$ cat src/sv/gcsa_pkg.sv
// Shared types, constants and tables of the corner shadow alpha block.
package gcsa_pkg;

	localparam int MAX_SIZE_DEF = 1024;

	localparam int REG_W    = 11;
	localparam int COORD_W  = 10;
	localparam int ALPHA_W  = 8;
	localparam int RAD_W    = 38;   // radicand (col^2 + row^2) << 16
	localparam int ROOT_W   = 19;   // distance, unsigned 11.8
	localparam int NUM_W    = 41;   // dividend of the exponent division
	localparam int DEN_W    = 22;   // (size - radius)^2
	localparam int Q_W      = 19;   // exponent, Q16 with 3 integer bits
	localparam int M_W      = 17;   // mantissa, Q16, at most 1.0
	localparam int FRAC_W   = 16;

	localparam logic [REG_W-1:0] TEX_SIZE_RST      = REG_W'(64);
	localparam logic [REG_W-1:0] CORNER_RADIUS_RST = '0;
	localparam logic [Q_W-1:0]   LOG2_255_Q16      = Q_W'(523918);

	typedef enum logic {
		REG_TEX_SIZE      = 1'b0,
		REG_CORNER_RADIUS = 1'b1
	} reg_idx_t;

	// what an item turns into, settled as early as possible
	typedef enum logic [1:0] {
		K_CALC   = 2'd0,
		K_OPAQUE = 2'd1,
		K_CLEAR  = 2'd2,
		K_OUT    = 2'd3
	} kind_t;

	// 2^-(2^-(k+1)) in Q16, rounded to nearest
	function automatic logic [FRAC_W-1:0] exp2_neg(input logic [3:0] k);
		logic [FRAC_W-1:0] t;
		unique case (k)
			4'd0:  t = 16'd46341;
			4'd1:  t = 16'd55109;
			4'd2:  t = 16'd60097;
			4'd3:  t = 16'd62757;
			4'd4:  t = 16'd64132;
			4'd5:  t = 16'd64830;
			4'd6:  t = 16'd65182;
			4'd7:  t = 16'd65359;
			4'd8:  t = 16'd65447;
			4'd9:  t = 16'd65492;
			4'd10: t = 16'd65514;
			4'd11: t = 16'd65525;
			4'd12: t = 16'd65530;
			4'd13: t = 16'd65533;
			4'd14: t = 16'd65535;
			default: t = 16'd65535;
		endcase
		return t;
	endfunction

endpackage

$ cat src/sv/gcsa_div_pipe.sv
// Pipelined restoring divider, one quotient bit per stage.
module gcsa_div_pipe #(
	parameter int SB_W = 2
) (
	input  logic                       clk,
	input  logic                       arst_n,
	input  logic                       en,
	input  logic                       in_vld,
	input  logic [gcsa_pkg::NUM_W-1:0] num,
	input  logic [gcsa_pkg::DEN_W-1:0] den,
	input  logic [SB_W-1:0]            in_sb,
	output logic                       out_vld,
	output logic [gcsa_pkg::Q_W-1:0]   quo,
	output logic [SB_W-1:0]            out_sb
);
	import gcsa_pkg::*;

	logic             vld_s [0:Q_W];
	logic [NUM_W-1:0] rem_s [0:Q_W];
	logic [Q_W-1:0]   quo_s [0:Q_W];
	logic [SB_W-1:0]  sb_s  [0:Q_W];

	assign vld_s[0] = in_vld;
	assign rem_s[0] = num;
	assign quo_s[0] = '0;
	assign sb_s[0]  = in_sb;

	for (genvar j = 0; j < Q_W; j++) begin : g_stage
		logic [NUM_W-1:0] dsh;
		logic             ge;

		// quotient is known to fit Q_W bits, so the shifted divisor never overflows
		assign dsh = NUM_W'(den) << (Q_W - 1 - j);
		assign ge  = rem_s[j] >= dsh;

		always_ff @(posedge clk or negedge arst_n) begin
			if (!arst_n) begin
				vld_s[j+1] <= 1'b0;
			end else if (en) begin
				vld_s[j+1] <= vld_s[j];
			end
		end

		always_ff @(posedge clk) begin
			if (en) begin
				rem_s[j+1] <= ge ? rem_s[j] - dsh : rem_s[j];
				quo_s[j+1] <= {quo_s[j][Q_W-2:0], ge};
				sb_s[j+1]  <= sb_s[j];
			end
		end
	end

	assign out_vld = vld_s[Q_W];
	assign quo     = quo_s[Q_W];
	assign out_sb  = sb_s[Q_W];
endmodule

$ cat config.mk
export PLATFORM = sky130hd
export DESIGN_NAME = gcsa_div_pipe
export DESIGN_NICKNAME = d
export VERILOG_FILES = /design/src/sv/gcsa_pkg.sv /design/src/sv/gcsa_div_pipe.sv
export SDC_FILE = /design/constraint.sdc
export NUM_CORES = 2
export LEC_CHECK = 0
export BUFFER_PORTS_ARGS = -buffer_cell sky130_fd_sc_hd__buf_2
export CAP_MARGIN = 25
export CORE_MARGIN = 8
export CORE_UTILIZATION = 45
export CTS_CLUSTER_SIZE = 14
export DETAILED_ROUTE_END_ITERATION = 16
export GPL_TIMING_DRIVEN = 0
export PLACE_DENSITY_LB_ADDON = 0.08
export SYNTH_ARGS = -nofsm -noshare
export SYNTH_HDL_FRONTEND = slang
export SYNTH_SLANG_ARGS = --single-unit
export TNS_END_PERCENT = 5
$ cat constraint.sdc
create_clock -name clk -period 3.43 [get_ports clk]
set_clock_uncertainty 0.1 [all_clocks]
set_input_delay 0.1715 -clock clk [delete_from_list [all_inputs] [get_ports clk]]
set_output_delay 0.1715 -clock clk [all_outputs]
set_load 0.01 [all_outputs]
==> impl_metrics.env <==
export IMPL_crit_start="rem_s[101]$_DFFE_PP_"
export IMPL_port_buffers=90
export IMPL_async_flop_share_pct=1.93
export IMPL_drc_errors=0
export IMPL_layout_commonest_cell="edfxtp_1"
export IMPL_startpoint_type="flip-flop"
export IMPL_die_h_um=375
export IMPL_htreeDepth=3
export IMPL_final_cell_mix="edfxtp_1, a21oi_1, nor2_1, ha_1, nand2_1"
export IMPL_postRouteAntennaNets=0
export IMPL_clock_latency_ns=0.75
export IMPL_clock_sinks=985
export IMPL_row_count=131
export IMPL_critPathRequiredTime_ns=3.79
export IMPL_fmax_ghz=0.278
export IMPL_root_buffer="clkbuf_16"
export IMPL_antenna_found_initial=1
export IMPL_wl_per_cell_um=20.8
export IMPL_drv_slew=0
export IMPL_ys_seq_area_share_pct=50.9
export IMPL_synthCells=5244
export IMPL_grt_pass1_wl_um=233000
export IMPL_path_class="reg2reg"
export IMPL_dpl_hpwl_um=110000
export IMPL_core_area_um2=128000
export IMPL_dr_pass1_iters=6
export IMPL_final_util_pct=53.1
export IMPL_r2r_start="rem_s[101]$_DFFE_PP_"
export IMPL_ys_ff_latch=985
export IMPL_worstHoldPathType="in2reg"
export IMPL_grt_pass1_vias=40900
export IMPL_period_minus_slack_ns=3.60
export IMPL_syn_nets=5749
export IMPL_cp_data_arrival_time_ns=3.96
export IMPL_wirelength_um=153000
export IMPL_ys_types=103
export IMPL_tightest_slew_ns=0.927
export IMPL_clk_pin_slew_ns=0.06
export IMPL_rsz0062_at_grt="yes"
export IMPL_status="complete, but fails checks"
export IMPL_dieArea_um2=140000
export IMPL_drt_iter0_drc=2814
export IMPL_grt_overflow=0
export IMPL_setup_viol=17
export IMPL_synth_edf_count=966
export IMPL_drv_cap=0
export IMPL_syn_area_per_cell_um2=11.0
export IMPL_area_growth_pct=17.0
export IMPL_vias=42100
export IMPL_die_w_um=375
export IMPL_yosys_warnings=0
export IMPL_grt_max_degree=130
export IMPL_ys_flop_type="edfxtp_1"
export IMPL_cellLeakagePower_nw=25.3
export IMPL_slew_headroom_pct=38.2
export IMPL_cts_buffers=112
export IMPL_vdd_drop_max_mv=0.484
export IMPL_path_max_fanout=6
export IMPL_cp_end_kind="flip-flop"
export IMPL_setup_slack_ns=-0.171
export IMPL_hold_viol=0
export IMPL_cts_tree="yes"
export IMPL_avgViaCountPerCell=5.73
export IMPL_cts_path_max_buffers=3
export IMPL_start_util_pct=45.3
export IMPL_drive_gt1_share_pct=15.0
export IMPL_grt_usage_pct=20.8
export IMPL_ios=91
export IMPL_post_route_period_util_pct=105
export IMPL_power_mw=55.0
export IMPL_worstHoldStart="num[9]"
export IMPL_num_nets_final=6094
export IMPL_rrSetupSlack_ns=-0.17
export IMPL_pwr_density_cell_nw_per_um2=811
export IMPL_violations="negative setup slack"
export IMPL_netlist_area_um2=57900
export IMPL_gp_congestion=0.903
sequential cells by signal (all words and copies together), names as in the netlist:
register	flops
vld_s	18
out_vld	1
sb_s	36
quo_s	171
quo	19
rem_s	738
out_sb	2
Yosys cell counts (17+ instances only):
master / count / area [µm²]
nor2_1: 447 / 1680
nor4_1: 67 / 419
nor3_1: 125 / 626
or3_1: 40 / 250
o21a_1: 55 / 413
o21ai_0: 340 / 1700
nor2b_1: 65 / 407
nor4b_1: 17 / 149
edfxtp_1: 966 / 29000
nand3_1: 109 / 546
ha_1: 418 / 5230
buf_4: 22 / 165
inv_1: 145 / 544
o31a_1: 19 / 166
xnor2_1: 256 / 2240
clkbuf_1: 81 / 304
and2_1: 17 / 106
or2_2: 31 / 194
buf_2: 19 / 95.1
dfrtp_1: 19 / 475
a21o_1: 167 / 1250
and3_1: 34 / 213
nand2_1: 374 / 1400
nand2b_1: 81 / 507
a21oi_1: 508 / 2540
o211ai_1: 35 / 263
o21bai_1: 25 / 188
xor2_1: 214 / 1870
o31ai_1: 26 / 195
or4_1: 36 / 270
a21boi_0: 19 / 143
fa_1: 18 / 360
a211oi_1: 27 / 203
mux2_2: 90 / 1010
a31oi_1: 31 / 194
nand4_1: 59 / 369
metal layers:
layer | vias to the layer above | share of wire [%] | GRT usage [%]
li1 | 20600 | - | -
met1 | 20400 | 45 | 27.7
met2 | 884 | 48 | 35.8
met3 | 255 | 4.3 | 2.37
met4 | 0 | 2.9 | 6.40
met5 | - | 0 | 0
worst max-delay path: stages, from the launching register on:
cell and delay [ns]:
edfxtp_1 0.43, ha_4 0.34, nand2_4 0.07, nor4_4 0.37
nand4_1 0.31, o211ai_1 0.30, buf_4 0.17, nor3_4 0.04
or2_4 0.27, a2111o_1 0.49, buf_4 0.18, nor3_1 0.17
xor2_1 0.09
stage by stage:
stage | hold WS (ns) | cells | setup slack, ns | area, µm² | setup TNS [ns]
global route | 0.0501 | 7348 | -0.253 | 67800 | -10.28
floorplan | -0.224 | 5244 | -0.0137 | 57900 | -0.0957
CTS | 0.00197 | 7301 | -0.131 | 66300 | -2.37
detailed placement | 0.0330 | 7017 | -2.98 | 60900 | -1241.97
finish | 0.0707 | 7349 | -0.171 | 67800 | -1.30
global placement | 0.0268 | 6996 | -13.87 | 60400 | -
logic make-up after synthesis:
logic type / after synthesis / share of synthesized area (%)
and+or+nand+nor: 1571 / 13.4
DFF: 985 / 50.9
muxes: 100 / 1.93
AOI/OAI and AO/OA: 1401 / 14.9
buffers and inverters: 281 / 2.05
adders and majority gates: 436 / 9.66
xor gates and xnor gates: 470 / 7.11
repair_timing:
item / in CTS / in global routing
gates cloned: 1 / 0
hold buffers: 49 / 0
pin swaps: 25 / 65
buffers inserted: 26 / 49
hold endpoints to repair: 137 / 0
resized for setup: 202 / 284
endpoints found under the setup margin: 585 / 504
power breakdown:
group / leakage, nW / switching, mW / internal [mW]
registers: 9.49 / 2.29 / 17.7
clock network: 1.80 / 5.15 / 7.03
logic: 14.0 / 12.7 / 10.1
cell type report:
cell class | count | area (µm²)
inverter | 146 | 562
timing repair inverter | 1 | 7.51
timing repair buffer | 233 | 2020
fill | 11200 | 59900
antenna | 1 | 2.50
tap | 1662 | 2080
clock buffer | 131 | 2870
multi-input combinational | 3978 | 29000
sequential | 985 | 29500
clock inverter | 80 | 890
buffer | 132 | 852
final timing paths:
check                           cells after the start                    end
worst min-delay path                                2   rem_s[747]$_DFFE_PP_
min in group asynchronous                           3  vld_s[18]$_DFFE_PN0P_
worst min register to register                      0   quo_s[101]$_DFFE_PP_
worst max-delay path                               12    rem_s[67]$_DFFE_PP_
worst max register to register                     12    rem_s[67]$_DFFE_PP_
max in group asynchronous                           3   vld_s[5]$_DFFE_PN0P_
(Power assumes the default switching activity.)
